**src/lbf_pkg.sv**
```systemverilog
package lbf_pkg;

  // Duty limits in compare counts; the accumulator holds them as 16.16.
  localparam logic [15:0] FullDuty  = 16'd1000;
  localparam logic [15:0] ZeroDuty  = 16'd0;
  localparam logic [15:0] ResetTime = 16'd500;

  localparam logic [31:0] FullFx = {FullDuty, 16'h0000};
  localparam logic [31:0] ZeroFx = {ZeroDuty, 16'h0000};

  // Ramp span; an inverted pair of limits gives no span at all.
  localparam logic [15:0] Span = (FullDuty > ZeroDuty) ? (FullDuty - ZeroDuty) : 16'd0;
  localparam logic [31:0] DivDividend = {Span, 16'h0000};

  localparam int unsigned DivSteps = 32;
  localparam int unsigned DivCntW  = $clog2(DivSteps);

  typedef enum logic [1:0] {
    MODE_IDLE     = 2'd0,
    MODE_BLINK    = 2'd1,
    MODE_FADE_ON  = 2'd2,
    MODE_FADE_OFF = 2'd3
  } mode_e;

  typedef enum logic [1:0] {
    CFG_LED_MODE    = 2'd0,
    CFG_FIRST_TIME  = 2'd1,
    CFG_SECOND_TIME = 2'd2
  } cfg_idx_e;

  typedef enum logic [1:0] {
    ST_IDLE,
    ST_DIV,
    ST_COMMIT
  } state_e;

endpackage

```
**src/led_blink_fade_pwm_controller_top.sv**
```systemverilog
// LED blink / fade PWM controller. Every input transaction is one timer tick
// (restart_i = 1 forces mode entry on that tick). Every tick produces exactly one
// output transaction that carries the new PWM compare value, a written flag, the
// mode in effect after the tick and a fade-complete pulse. Blink toggles between
// full and zero duty, using a down-counter reloaded from first/second time. Fade
// on and fade off ramp the duty by a 16.16 step that is worked out once, at mode
// entry: (FULL - ZERO) << 16 divided by first_time, where a zero time counts as 1.
// The ramp clamps at its limit and then drops the block to idle. An ordinary
// tick is accepted, then updated once the output register is free. A tick that
// enters a fade mode runs the divider in between: the step comes from a radix-2
// restoring divider that yields one quotient bit per cycle through a single shared
// 17-bit subtractor. in_stall_o stays high from accept until the update is done.
// A finished result waits in the output register, so the next tick can be taken
// while the previous result is still stalled. Configuration registers
// (index 0 led_mode, 1 first_time, 2 second_time) may be written only while the
// block is idle. Writing led_mode schedules mode entry for the next tick. Writes
// to index 3 are ignored. After reset, led_mode is blink, so the first tick
// enters blink mode.
module led_blink_fade_pwm_controller_top (
  input  logic        clk_i,
  input  logic        rst_ni,
  // configuration
  input  logic        cfg_we_i,
  input  logic [1:0]  cfg_idx_i,
  input  logic [15:0] cfg_wdata_i,
  // tick input
  input  logic        in_valid_i,
  output logic        in_stall_o,
  input  logic        restart_i,
  // result output
  output logic        out_valid_o,
  input  logic        out_stall_i,
  output logic [15:0] duty_value_o,
  output logic        duty_written_o,
  output logic [1:0]  active_mode_o,
  output logic        fade_done_o
);
  import lbf_pkg::*;

  // configuration registers
  mode_e       led_mode_q, led_mode_d;
  logic [15:0] first_time_q, second_time_q;
  logic        entry_pending_q, entry_pending_d;

  // tick state
  logic [15:0] tick_cnt_q, tick_cnt_d;
  logic [31:0] acc_q, acc_d;
  logic [31:0] step_q, step_d;

  // sequencer
  state_e state_q, state_d;
  logic   entry_q;
  logic   accept, entry_now, need_div, div_last, out_free, commit;

  // divider: remainder, dividend/quotient shifter, divisor, step count
  logic [15:0]        rem_q;
  logic [31:0]        quo_q;
  logic [15:0]        dvsr_q;
  logic [DivCntW-1:0] div_cnt_q;
  logic [16:0]        trial, trial_diff;
  logic               trial_ok;

  // output register
  logic        out_valid_q, out_valid_d;
  logic [15:0] duty_value_q;
  logic        duty_written_q;
  mode_e       active_mode_q;
  logic        fade_done_q;

  // commit datapath
  logic [31:0] acc_e, step_e;
  logic        written, done;
  logic [32:0] up_sum, floor_plus;

  assign entry_now = entry_pending_q | restart_i;
  assign need_div  = entry_now &
                     ((led_mode_q == MODE_FADE_ON) | (led_mode_q == MODE_FADE_OFF));
  assign div_last  = (div_cnt_q == DivCntW'(DivSteps - 1));
  assign out_free  = ~out_valid_q | ~out_stall_i;

  // next state
  always_comb begin
    state_d = state_q;
    case (state_q)
      ST_IDLE: begin
        if (in_valid_i) begin
          state_d = need_div ? ST_DIV : ST_COMMIT;
        end
      end
      ST_DIV: begin
        if (div_last) begin
          state_d = ST_COMMIT;
        end
      end
      ST_COMMIT: begin
        if (out_free) begin
          state_d = ST_IDLE;
        end
      end
      default: state_d = ST_IDLE;
    endcase
  end

  // sequencer outputs
  always_comb begin
    in_stall_o = 1'b1;
    accept     = 1'b0;
    commit     = 1'b0;
    case (state_q)
      ST_IDLE: begin
        in_stall_o = 1'b0;
        accept     = in_valid_i;
      end
      ST_DIV:    ;
      ST_COMMIT: commit = out_free;
      default:   ;
    endcase
  end

  // one restoring step: shift in the next dividend bit, try to subtract
  assign trial      = {rem_q, quo_q[31]};
  assign trial_diff = trial - {1'b0, dvsr_q};
  assign trial_ok   = ~trial_diff[16];

  always_ff @(posedge clk_i or negedge rst_ni) begin
    if (!rst_ni) begin
      state_q   <= ST_IDLE;
      entry_q   <= 1'b0;
      div_cnt_q <= '0;
    end else begin
      state_q <= state_d;
      if (accept) begin
        entry_q   <= entry_now;
        div_cnt_q <= '0;
      end else if (state_q == ST_DIV) begin
        div_cnt_q <= div_cnt_q + DivCntW'(1);
      end
    end
  end

  always_ff @(posedge clk_i) begin
    if (accept) begin
      rem_q  <= '0;
      quo_q  <= DivDividend;
      dvsr_q <= (first_time_q == 16'd0) ? 16'd1 : first_time_q;
    end else if (state_q == ST_DIV) begin
      rem_q <= trial_ok ? trial_diff[15:0] : trial[15:0];
      quo_q <= {quo_q[30:0], trial_ok};
    end
  end

  // tick update
  always_comb begin
    acc_e      = acc_q;
    step_e     = step_q;
    tick_cnt_d = tick_cnt_q;
    written    = 1'b0;
    done       = 1'b0;
    led_mode_d = led_mode_q;

    if (entry_q) begin
      case (led_mode_q)
        MODE_BLINK: begin
          acc_e      = FullFx;
          tick_cnt_d = first_time_q;
          written    = 1'b1;
        end
        MODE_FADE_ON, MODE_FADE_OFF: begin
          acc_e      = (led_mode_q == MODE_FADE_ON) ? ZeroFx : FullFx;
          step_e     = quo_q;
          tick_cnt_d = first_time_q;
        end
        default: ;
      endcase
    end else if (led_mode_q == MODE_BLINK) begin
      if (tick_cnt_q == 16'd0) begin
        // equal limits count as full
        if (acc_q[31:16] == FullDuty) begin
          acc_e      = ZeroFx;
          tick_cnt_d = second_time_q;
        end else begin
          acc_e      = FullFx;
          tick_cnt_d = first_time_q;
        end
        written = 1'b1;
      end else begin
        tick_cnt_d = tick_cnt_q - 16'd1;
      end
    end

    up_sum     = {1'b0, acc_e} + {1'b0, step_e};
    floor_plus = {1'b0, ZeroFx} + {1'b0, step_e};
    acc_d      = acc_e;
    case (led_mode_q)
      MODE_FADE_ON: begin
        written = 1'b1;
        if (up_sum > {1'b0, FullFx}) begin
          acc_d      = FullFx;
          done       = 1'b1;
          led_mode_d = MODE_IDLE;
        end else begin
          acc_d = up_sum[31:0];
        end
      end
      MODE_FADE_OFF: begin
        written = 1'b1;
        if ({1'b0, acc_e} < floor_plus) begin
          acc_d      = ZeroFx;
          done       = 1'b1;
          led_mode_d = MODE_IDLE;
        end else begin
          acc_d = acc_e - step_e;
        end
      end
      default: ;
    endcase
    step_d = step_e;
  end

  always_comb begin
    entry_pending_d = entry_pending_q;
    if (cfg_we_i && cfg_idx_i == CFG_LED_MODE) begin
      entry_pending_d = 1'b1;
    end else if (commit) begin
      entry_pending_d = 1'b0;
    end
  end

  // configuration and tick state
  always_ff @(posedge clk_i or negedge rst_ni) begin
    if (!rst_ni) begin
      led_mode_q      <= MODE_BLINK;
      first_time_q    <= ResetTime;
      second_time_q   <= ResetTime;
      entry_pending_q <= 1'b1;
      tick_cnt_q      <= '0;
      acc_q           <= '0;
      step_q          <= '0;
    end else begin
      entry_pending_q <= entry_pending_d;
      if (cfg_we_i) begin
        case (cfg_idx_i)
          CFG_LED_MODE:    led_mode_q    <= mode_e'(cfg_wdata_i[1:0]);
          CFG_FIRST_TIME:  first_time_q  <= cfg_wdata_i;
          CFG_SECOND_TIME: second_time_q <= cfg_wdata_i;
          default: ;
        endcase
      end else if (commit) begin
        led_mode_q <= led_mode_d;
      end
      if (commit) begin
        tick_cnt_q <= tick_cnt_d;
        acc_q      <= acc_d;
        step_q     <= step_d;
      end
    end
  end

  // output register
  always_comb begin
    out_valid_d = out_valid_q;
    if (commit) begin
      out_valid_d = 1'b1;
    end else if (!out_stall_i) begin
      out_valid_d = 1'b0;
    end
  end

  always_ff @(posedge clk_i or negedge rst_ni) begin
    if (!rst_ni) begin
      out_valid_q <= 1'b0;
    end else begin
      out_valid_q <= out_valid_d;
    end
  end

  always_ff @(posedge clk_i) begin
    if (commit) begin
      duty_value_q   <= acc_d[31:16];
      duty_written_q <= written;
      active_mode_q  <= led_mode_d;
      fade_done_q    <= done;
    end
  end

  assign out_valid_o    = out_valid_q;
  assign duty_value_o   = duty_value_q;
  assign duty_written_o = duty_written_q;
  assign active_mode_o  = active_mode_q;
  assign fade_done_o    = fade_done_q;

  // a new result only ever appears straight after the update cycle
  a_out_from_commit: assert property (@(posedge clk_i) disable iff (!rst_ni)
    $rose(out_valid_q) |-> $past(state_q) == ST_COMMIT)
    else $error("result appeared without an update");

  // a finished fade always leaves the block idle
  a_done_idle: assert property (@(posedge clk_i) disable iff (!rst_ni)
    (out_valid_q && fade_done_q) |-> active_mode_q == MODE_IDLE)
    else $error("fade done but mode not idle");

  // the divider runs only for fade entry
  a_div_fade: assert property (@(posedge clk_i) disable iff (!rst_ni)
    state_q == ST_DIV |-> (entry_q &&
      (led_mode_q == MODE_FADE_ON || led_mode_q == MODE_FADE_OFF)))
    else $error("divider running outside fade entry");

endmodule

```
**config.mk**
```make
export PLATFORM = sky130hd
export DESIGN_NAME = led_blink_fade_pwm_controller_top
export DESIGN_NICKNAME = d
export VERILOG_FILES = /design/src/lbf_pkg.sv /design/src/led_blink_fade_pwm_controller_top.sv
export SDC_FILE = /design/constraint.sdc
export NUM_CORES = 1
export LEC_CHECK = 0
export BUFFER_PORTS_ARGS = -buffer_cell sky130_fd_sc_hd__buf_2
export CORE_MARGIN = 10
export CORE_UTILIZATION = 40
export CTS_CLUSTER_SIZE = 16
export DETAILED_ROUTE_END_ITERATION = 8
export PLACE_DENSITY = 0.56
export REMOVE_ABC_BUFFERS = 1
export SLEW_MARGIN = 20
export SYNTH_ARGS = -nofsm -noshare
export SYNTH_HDL_FRONTEND = slang
export SYNTH_SLANG_ARGS = --single-unit
```
**constraint.sdc**
```tcl
create_clock -name clk_i -period 11.4 [get_ports clk_i]
set_clock_uncertainty 0.15 [all_clocks]
set_input_delay 0.57 -clock clk_i [delete_from_list [all_inputs] [get_ports clk_i]]
set_output_delay 0.57 -clock clk_i [all_outputs]
set_load 0.05 [all_outputs]
```
## Yosys cells after proc, flatten, opt, wreduce, memory -nomap -nowiden

Cells that the tools add are included.

- Reductions and logical operators: 16
- Mux-type cells: 44
- Bitwise gates (word level): 7
- Equal/unequal tests: 15
- $add $sub $neg: 5
- $lt $le $gt $ge: 2

Operator list:

| kind | count |
|---|---|
| $mux W32 | 7 |
| $pmux W32 S2 | 2 |
| $mux W16 | 6 |
| $mux W26 | 2 |
| $add A32 B32 Y33 | 1 |
| $gt A33 B26 Y1 const B | 1 |
| $logic_not A16 Y1 | 2 |
| $lt A32 B32 Y1 | 1 |
| $sub A32 B32 Y32 | 1 |
| $mux W2 | 9 |
| $sub A17 B16 Y17 | 1 |
| $eq A16 B10 Y1 const B | 1 |
| $sub A16 B1 Y16 const B | 1 |
| $mux W1 | 13 |
| $mux W5 | 2 |
| $eq A2 B2 Y1 const B | 4 |
| $ne A2 B2 Y1 const B | 4 |
| $reduce_bool A2 Y1 | 4 |
| $eq A2 B1 Y1 const B | 3 |
| $pmux W2 S3 | 1 |
| $reduce_and A2 Y1 | 3 |
| $reduce_and A3 Y1 | 2 |
| $add A5 B1 Y5 const B | 1 |
| $eq A5 B5 Y1 const B | 1 |
| other kinds (10) | 16 |

- Output and inout port bits: 22
- Input port bits: 24
- Logic and storage cells: 107
- Register bits after elaboration: 208

## Depth between registers and ports, before layout

Gate-level depths: netlist (run 1).

- Word-level depth: 11
- Depth in mapped cells: 26
- Depth with buffers taken out: 23

## Least setup slack after synthesis (run 1)

OpenSTA, ideal clock, no wires.

- Kind: flip-flop to flip-flop
- Start point: register tick_cnt_q[2]
- End point: register acc_q[20]
- Data required time: 11.151 ns
- Data arrival time: 5.401 ns
- Library setup time: 0.099 ns
- Buffers on the path: 2
- Cell stages (with the launch flop): 22
- Period minus slack after synthesis: 5.649 ns
- Setup slack: 5.751 ns
- Path through: dfrtp_1 -> nor4_1 -> nand4b_1 -> or3_1 -> nor3_2 -> nand2_1 -> nor2_1 -> o22ai_1 -> ha_1 -> buf_2 -> inv_1 -> a21oi_1 -> o31ai_1 -> a21o_1 -> mux2_2 -> nor4b_1 -> nand4b_1 -> nor4_4 -> nand2_4 -> or3_1 -> buf_6 -> o311ai_4

- Cells in the longest elaborated chain, start to end: 8
- Elaborated cells between the ends (all ways): 11
- Classes of those cells: 2 x add/sub; 2 x order compare; 6 x mux; 1 x reduce/logical

RTL lines:

| element | RTL line | source |
|---|---|---|
| from (decl) | led_blink_fade_pwm_controller_top.sv:46 | `logic [15:0] tick_cnt_q, tick_cnt_d;` |
| from (signal assigned) | led_blink_fade_pwm_controller_top.sv:252 | `tick_cnt_q <= tick_cnt_d;` |
| $logic_not A16 Y1 * | led_blink_fade_pwm_controller_top.sv:176 | `if (tick_cnt_q == 16'd0) begin` |
| $mux W32 * | led_blink_fade_pwm_controller_top.sv:176 |  |
| $mux W32 * | led_blink_fade_pwm_controller_top.sv:175 | `end else if (led_mode_q == MODE_BLINK) begin` |
| $mux W32 * | led_blink_fade_pwm_controller_top.sv:161 | `if (entry_q) begin` |
| $add A32 B32 Y33 | led_blink_fade_pwm_controller_top.sv:191 | `up_sum = {1'b0, acc_e} + {1'b0, step_e};` |
| $gt A33 B26 Y1 | led_blink_fade_pwm_controller_top.sv:197 | `if (up_sum > {1'b0, FullFx}) begin` |
| $mux W32 | led_blink_fade_pwm_controller_top.sv:197 |  |
| $pmux W32 S2 * | led_blink_fade_pwm_controller_top.sv:194 | `case (led_mode_q)` |
| to (signal assigned) | led_blink_fade_pwm_controller_top.sv:237 | `acc_q <= '0;` |
| to (signal assigned) | led_blink_fade_pwm_controller_top.sv:253 | `acc_q <= acc_d;` |
| to (decl) | led_blink_fade_pwm_controller_top.sv:47 | `logic [31:0] acc_q, acc_d;` |

Mark *: on every way between the ends. The rest lies on a longest branch, timed or not.
A chain may end at the register's enable or synchronous reset.

## Worst setup path after layout (run 1)

- Start point: register tick_cnt_q[2]
- End point: register duty_value_q[0] (netlist: duty_value_o[0]) (data pin)

- Cells in the longest elaborated chain, start to end: 8
- Elaborated cells between the ends (all ways): 11
- Classes of those cells: 2 x add/sub; 2 x order compare; 6 x mux; 1 x reduce/logical

RTL lines:

| element | RTL line | source |
|---|---|---|
| $logic_not A16 Y1 * | led_blink_fade_pwm_controller_top.sv:176 |  |
| $mux W32 * | led_blink_fade_pwm_controller_top.sv:176 |  |
| $mux W32 * | led_blink_fade_pwm_controller_top.sv:175 |  |
| $mux W32 * | led_blink_fade_pwm_controller_top.sv:161 |  |
| $add A32 B32 Y33 | led_blink_fade_pwm_controller_top.sv:191 |  |
| $gt A33 B26 Y1 | led_blink_fade_pwm_controller_top.sv:197 |  |
| $mux W32 | led_blink_fade_pwm_controller_top.sv:197 |  |
| $pmux W32 S2 * | led_blink_fade_pwm_controller_top.sv:194 |  |
| via acc_d[16] | led_blink_fade_pwm_controller_top.sv:47 |  |
| to (signal assigned) | led_blink_fade_pwm_controller_top.sv:279 | `duty_value_q <= acc_d[31:16];` |
| to (decl) | led_blink_fade_pwm_controller_top.sv:65 | `logic [15:0] duty_value_q;` |

The timed path passes the listed nets; every way through them passes the cells marked *.

==> results of run 1 <==
[cells by family after synthesis]
group | share of synthesized area
AOI/OAI and AO/OA | 0.2115
and+or+nand+nor | 0.1894
buffers and inverters | 0.05354
xor gates and xnor gates | 0.04418
DFF | 0.3574
adders and majority gates | 0.07606
muxes | 0.06792
[worst paths after layout]
path / startpoint / end / slack (ns)
max in group asynchronous: rst_ni / step_q[16] / 9.38
worst min register to register: quo_q[18] / quo_q[19] / 0.29
worst min-delay path: cfg_wdata_i[10] / second_time_q[10] / 0.11
worst max register to register: tick_cnt_q[2] / duty_value_o[0] / 3.76
worst max-delay path: tick_cnt_q[2] / duty_value_o[0] / 3.76
min in group asynchronous: rst_ni / state_q[1] / 0.49
[power breakdown]
group	switching, W	total, W	leakage [nW]	internal (W)
logic	0.00208	0.00313	4.15	0.00105
clock network	0.000328	0.000822	0.403	0.000494
registers	0.000179	0.00117	2.29	0.000990
total	0.00259	0.00512	6.84	0.00253
[timing repair]
action / 4_1_cts / 5_1_grt
setup buffers: 0 / 0
hold endpoints to repair: 67 / 0
hold buffers: 1 / 0
[per-stage QoR]
| step | instance area [µm²] | cells |
|---|---|---|
| after floorplan | 14010 | 1574 |
| after global placement | 14950 | 2095 |
| after detailed placement | 14950 | 2095 |
| after CTS | 15800 | 2140 |
| after global routing | 15800 | 2140 |
| final | 15800 | 2140 |
[layout make-up]
| type | instances | area [µm²] |
|---|---|---|
| Tap cell | 461 | 576.8 |
| Fill cell | 3531 | 19770 |
| Multi-Input combinational cell | 1276 | 8531 |
| Timing Repair Buffer | 61 | 354.1 |
| Clock inverter | 12 | 183.9 |
| Sequential cell | 208 | 5162 |
| Clock buffer | 32 | 650.6 |
| Inverter | 90 | 337.8 |
[cell usage after synthesis, drive strengths merged, types with 10 or more instances]
cell type | count | share of area
a211oi | 20 | 0.012
a21o | 11 | 0.0057
a21oi | 105 | 0.037
a221o | 10 | 0.0069
a22oi | 14 | 0.0073
a31oi | 12 | 0.0052
and2 | 29 | 0.013
buf | 30 | 0.011
clkbuf | 73 | 0.019
dfrtp | 110 | 0.19
dfstp | 14 | 0.025
dfxtp | 48 | 0.067
edfxtp | 36 | 0.075
ha | 83 | 0.072
inv | 88 | 0.023
mux2 | 40 | 0.031
mux2i | 53 | 0.037
nand2 | 213 | 0.056
nand2b | 27 | 0.012
nand3 | 32 | 0.011
nand4 | 16 | 0.0069
nor2 | 112 | 0.029
nor2b | 24 | 0.011
nor3 | 25 | 0.0094
nor4 | 25 | 0.014
o211ai | 14 | 0.0076
o21ai | 150 | 0.052
o21bai | 14 | 0.0073
o22ai | 28 | 0.012
o31ai | 23 | 0.014
or3 | 14 | 0.0061
xnor2 | 52 | 0.032
xor2 | 20 | 0.012
[sequential cells by signal (all words and copies together) (netlist names), 5 cells and up]
signal         flops
div_cnt_q          5
dvsr_q            16
tick_cnt_q        16
acc_q             32
step_q            32
second_time_q     16
quo_q             32
rem_q             16
first_time_q      16
duty_value_o      16
[per-layer routing]
metal	track usage	wire, µm
met4	0.05582	1133
met3	0.03696	2537
met1	0.2655	20310
met2	0.3013	19400
met5	0	0
==> metrics.txt, run 1 <==
Pre-antenna DRT Iters=6; sequential cell area fraction in the yosys report=0.3574; Max Cap Violations=0; largest vdd supply drop=0.0002174 V; number of sinks driven by the clock tree=208; outcome=finished clean; I/O pin count=46; number of warnings issued by yosys=0; root buffer cell=sky130_fd_sc_hd__clkbuf_16; unique cell type count in the Yosys netlist=93; number of gates resized after CTS=0; number of slew-limit violations in the final report=0; post-synthesis average cell area=8.612 µm²; top library cells by usage in the layout, fill and taps aside=sky130_fd_sc_hd__nand2_1, sky130_fd_sc_hd__o21ai_0, sky130_fd_sc_hd__nor2_1, sky130_fd_sc_hd__dfrtp_1, sky130_fd_sc_hd__a21oi_1; final antenna-violating net count=0; number of CTS-inserted buffers=24; Static Leakage=6.843 nW; hold slack=0.1104 ns; final worst-path cycle share=0.6700; netlist area before placement=0.01444 mm²; crit path max-delay cell type=sky130_fd_sc_hd__a211oi_2; Setup WS pre-CTS=3.893 ns; Longest Clk Path Bufs=3; total track usage=0.1929; vias after detailed routing=12.37k; number of buffers inserted by port buffering=45; utilization of the core after routing=0.4441; worst setup slack after layout=3.762 ns; clock tree from TritonCTS=built; # diodes=0; Most used DFF post-synth=sky130_fd_sc_hd__dfrtp_1; DRC viols=0; effective utilization at floorplan=0.4060; leading cell type in the layout, fill and taps excluded=sky130_fd_sc_hd__nand2_1; Worst Setup End Kind=flop; highest attainable clock frequency=130.9 MHz; P&R area growth vs syn=9.374%; Crit path required time=11.49 ns; time the worst path needs with I/O delays and setup=7.638 ns; nature of the critical path startpoint=flop; Chip Width=210.0 µm; power after layout=0.005122 W; final net count=1771; Slew Limit Headroom=0.2400; Least-Margin Pin Slew=1.138 ns; Die Y-Extent=210.0 µm; Core Rows=69; area of the die=0.04411 mm²; Top Family by Delay on Critical Path=simple AND/OR/NAND/NOR gates; detailed-route wire length per cell=20.27 µm; post-CTS clock slew at the launch and capture registers of the worst setup and hold paths=0.06 ns; post-synthesis sequential element count=208; critical-path cell list=nor4_1 -> nand4b_1 -> or3_1 -> nor2_1 -> nand2_1 -> nor2_1 -> o22ai_2 -> buf_4 -> and2_1 -> ha_1 -> inv_1 -> a21oi_1 -> o31ai_1 -> a21oi_1 -> o21bai_1 -> a31oi_1 -> xnor2_1 -> nand2_1 -> a211oi_2 -> or3_1 -> o211ai_1; number of flops mapped to enable cells by yosys=36; RSZ-0062 raised after global routing=false; WS Path Type=reg2reg; Largest stage delay, worst path=0.94 ns; global-route wire length before repair=69.43 mm; GP Congestion=0.9399; Crit path depth=21; grt ovf=0; path depth of the worst reg2reg path=21; final number of setup-violating endpoints=0; ratio of cells with drive above 1 in the final layout=0.1185; via count of the first global-routing pass=12.05k; peak fanout along the critical path=26; drt total wl=43.37 mm; Worst Path Arrival=7.73 ns; fraction of synthesis flops using an asynchronous set or reset pin=0.5962; number of standard cells after synthesis=1677; accumulated negative setup slack=0 ns; drt first-iter violations=981; worst hold path stage count=2; Std-Cell Core Area=0.03557 mm²; detailed placement HPWL=31.40 mm; Fin. Hold Viols=0; H-tree levels=1; Crit path buffers/inverters=2; Vias per Instance=5.778; P per Cell Area=324.3 mW/mm²; pin count of the biggest net entering global routing=76; antenna violations before repair=0; class of the tightest hold or removal check=in2reg; worst skew pair latency=0.56 ns
(Power assumes the default switching activity.)
==> inputs of run 2 (changes only) <==
Settings changed: PLACE_DENSITY 0.56 to 0.58.
Clock period 11.4 ns to 6.4 ns, I/O delays scaled along.
==> run 2 against run 1 <==
Compared with the run above:
- cell count is 4.4% higher
- setup slack got worse by 3.5 ns
- critical path type unchanged
- sequential share of layout area is 1.6 points lower
- clock power is 65% higher
- global-route usage is 0.058 points higher
- register-to-register slack worse by 3.5 ns
- combinational power grew 98%
- fmax grew 25%
- total power rose by 88%
- worst hold slack got worse by 0.062 ns
- wire length up 1.6%
==> metrics.txt, run 2 (synthesis gave the netlist of run 1 again) <==
drt total wl=44.05 mm (+1.6%); number of CTS-inserted buffers=24 (unchanged); Fin. Hold Viols=0 (unchanged); detailed placement HPWL=32.84 mm (+4.6%); Crit path depth=22 (+4.8%); vias after detailed routing=12.66k (+2.4%); leading cell type in the layout, fill and taps excluded=sky130_fd_sc_hd__nand2_1; Vias per Instance=5.664 (-2.0%); ratio of cells with drive above 1 in the final layout=0.1612 (+0.04269); total track usage=0.1935 (+0.0005769); # diodes=0 (unchanged); path depth of the worst reg2reg path=22 (+4.8%); number of slew-limit violations in the final report=0 (unchanged); antenna violations before repair=0 (unchanged); I/O pin count=46 (unchanged); critical-path cell list=nor4_1 -> buf_4 -> nand4b_1 -> or3_1 -> nor2_1 -> nand2_1 -> nor2_1 -> o22ai_4 -> buf_4 -> and2_1 -> ha_1 -> inv_1 -> a21oi_1 -> o31ai_1 -> o21bai_1 -> xnor2_1 -> nand4_1 -> o31ai_4 -> a211oi_4 -> buf_4 -> or4_1 -> a221oi_2; via count of the first global-routing pass=12.34k (+2.4%); number of buffers inserted by port buffering=45 (unchanged); Worst Setup End Kind=flop; number of sinks driven by the clock tree=208 (unchanged); WS Path Type=reg2reg; time the worst path needs with I/O delays and setup=6.091 ns (-1.547 ns); global-route wire length before repair=69.79 mm (+0.53%); area of the die=0.04411 mm² (unchanged); peak fanout along the critical path=16 (-38%); RSZ-0062 raised after global routing=false; P&R area growth vs syn=14.95%; post-route cell area=0.01660 mm² (+5.1%); dpl cell area=0.01551 mm² (+3.7%); Least-Margin Pin Slew=0.9406 ns (-0.1974 ns); Crit path required time=6.69 ns (-4.80 ns); Top Registers=acc_q x32, quo_q x32, step_q x32; worst skew pair latency=0.56 ns (about the same); largest vdd supply drop=0.0003546 V (+63%); final antenna-violating net count=0 (unchanged); power after layout=0.009639 W (+88%); detailed-route wire length per cell=19.71 µm (-2.8%); Chip Width=210.0 µm (unchanged); root buffer cell=sky130_fd_sc_hd__clkbuf_16; Pre-antenna DRT Iters=5 (-1); Top Family by Delay on Critical Path=simple AND/OR/NAND/NOR gates; final number of setup-violating endpoints=0 (unchanged); outcome=finished clean; Max Cap Violations=0 (unchanged); effective utilization at floorplan=0.4060 (unchanged); Slew Limit Headroom=0.3714 (+0.1314); final worst-path cycle share=0.9517 (+0.2817); Std-Cell Core Area=0.03557 mm² (unchanged); Core Rows=69 (unchanged); crit path max-delay cell type=sky130_fd_sc_hd__o31ai_1; worst hold path stage count=3 (+1); accumulated negative setup slack=0 ns (unchanged); class of the tightest hold or removal check=in2reg; Die Y-Extent=210.0 µm (unchanged); P per Cell Area=580.6 mW/mm² (+79%); nature of the critical path startpoint=flop; Static Leakage=7.285 nW (+6.5%); Crit path buffers/inverters=4 (+2); pin count of the biggest net entering global routing=75 (-1.3%); crit-path most repeated cell=sky130_fd_sc_hd__buf_4; final net count=1866 (+5.4%); DRC viols=0 (unchanged); GP Congestion=1.008 (+7.2%); grt ovf=0 (unchanged); H-tree levels=1 (unchanged); highest attainable clock frequency=164.2 MHz (+25%); Worst Path Arrival=6.38 ns (-1.35 ns); clock tree from TritonCTS=built; Longest Clk Path Bufs=3 (unchanged); drt first-iter violations=954 (-2.8%); Largest stage delay, worst path=0.61 ns (-0.33 ns); top library cells by usage in the layout, fill and taps aside=sky130_fd_sc_hd__nand2_1, sky130_fd_sc_hd__o21ai_0, sky130_fd_sc_hd__dfrtp_1, sky130_fd_sc_hd__nor2_1, sky130_fd_sc_hd__a21oi_1; post-CTS clock slew at the launch and capture registers of the worst setup and hold paths=0.06 ns (about the same)
## run 2: cell types whose count changed in the layout (fill, tap and decap cells not counted), moves of 3 or more
cell	previous run	this run
sky130_fd_sc_hd__a211oi_1	16	13
sky130_fd_sc_hd__buf_4	15	88
sky130_fd_sc_hd__bufinv_16	4	1
sky130_fd_sc_hd__clkinv_2	2	5
sky130_fd_sc_hd__dlygate4sd3_1	1	22
sky130_fd_sc_hd__ha_1	83	79
sky130_fd_sc_hd__ha_2	0	4
## run 2: worst paths after layout
kind,startpoint,end,slack (ns)
setup / recovery,tick_cnt_q[3],acc_q[10],0.31
hold / removal,restart_i,entry_q,0.05
setup reg to reg,tick_cnt_q[3],acc_q[10],0.31
hold reg to reg,quo_q[22],quo_q[23],0.30
max in group asynchronous,rst_ni,acc_q[28],4.56
min in group asynchronous,rst_ni,div_cnt_q[4],0.19
## run 2: final cells by class
| type | count | area (µm²) |
|---|---|---|
| inverter | 90 | 337.8 |
| fill | 3449 | 18970 |
| clock inverter | 8 | 80.08 |
| multi-input combinational | 1276 | 8627 |
| timing repair buffer | 156 | 1132 |
| sequential | 208 | 5162 |
| clock buffer | 36 | 685.7 |
| tap | 461 | 576.8 |
## run 2: worst register-to-register path: stages, from the launching register on
cell	delay [ns]
sky130_fd_sc_hd__dfrtp_1	0.41
sky130_fd_sc_hd__nor4_1	0.28
sky130_fd_sc_hd__buf_4	0.17
sky130_fd_sc_hd__nand4b_1	0.12
sky130_fd_sc_hd__or3_1	0.39
sky130_fd_sc_hd__nor2_1	0.14
sky130_fd_sc_hd__nand2_1	0.11
sky130_fd_sc_hd__nor2_1	0.20
sky130_fd_sc_hd__o22ai_4	0.23
sky130_fd_sc_hd__buf_4	0.29
sky130_fd_sc_hd__and2_1	0.20
sky130_fd_sc_hd__ha_1	0.36
sky130_fd_sc_hd__inv_1	0.16
sky130_fd_sc_hd__a21oi_1	0.12
sky130_fd_sc_hd__o31ai_1	0.61
sky130_fd_sc_hd__o21bai_1	0.27
sky130_fd_sc_hd__xnor2_1	0.27
sky130_fd_sc_hd__nand4_1	0.21
sky130_fd_sc_hd__o31ai_4	0.26
sky130_fd_sc_hd__a211oi_4	0.13
sky130_fd_sc_hd__buf_4	0.16
sky130_fd_sc_hd__or4_1	0.50
sky130_fd_sc_hd__a221oi_2	0.24
## run 2: stage by stage
step	hold slack, ns	instances	util	setup slack [ns]
2_1_floorplan	-0.1256	1574	-	0.4508
3_3_place_gp	0.2148	2168	0.4361	0.1618
3_5_place_dp	0.2161	2168	0.4361	0.1570
4_1_cts	0.03910	2234	0.4638	0.1176
5_1_grt	0.06941	2235	0.4668	0.02389
6_report	0.04882	2235	0.4668	0.3092
## run 2: where the power goes
part / internal [W] / switching (W) / total (W)
Sequential: 0.00176 / 0.000309 / 0.00207
Combinational: 0.00231 / 0.00389 / 0.00620
Clock: 0.000782 / 0.000579 / 0.00136
Total: 0.00486 / 0.00478 / 0.00964
## run 2: per-layer routing
| layer | track usage | wire [µm] | part of all wire | vias up |
|---|---|---|---|---|
| met2 | 0.3033 | 19440 | 0.44 | 358 |
| met4 | 0.06276 | 1393 | 0.032 | 0 |
| met3 | 0.03223 | 2558 | 0.058 | 76 |
| met1 | 0.2658 | 20650 | 0.47 | 6062 |
| li1 | - | - | - | 6163 |
| met5 | 0 | 0 | 0 | - |
## run 2: what timing repair did
action | in CTS | in global routing
resized for setup | 0 | 21
buffers inserted | 0 | 1
hold endpoints to repair | 93 | 0
hold buffers | 22 | 0
setup endpoints to repair | 0 | 42
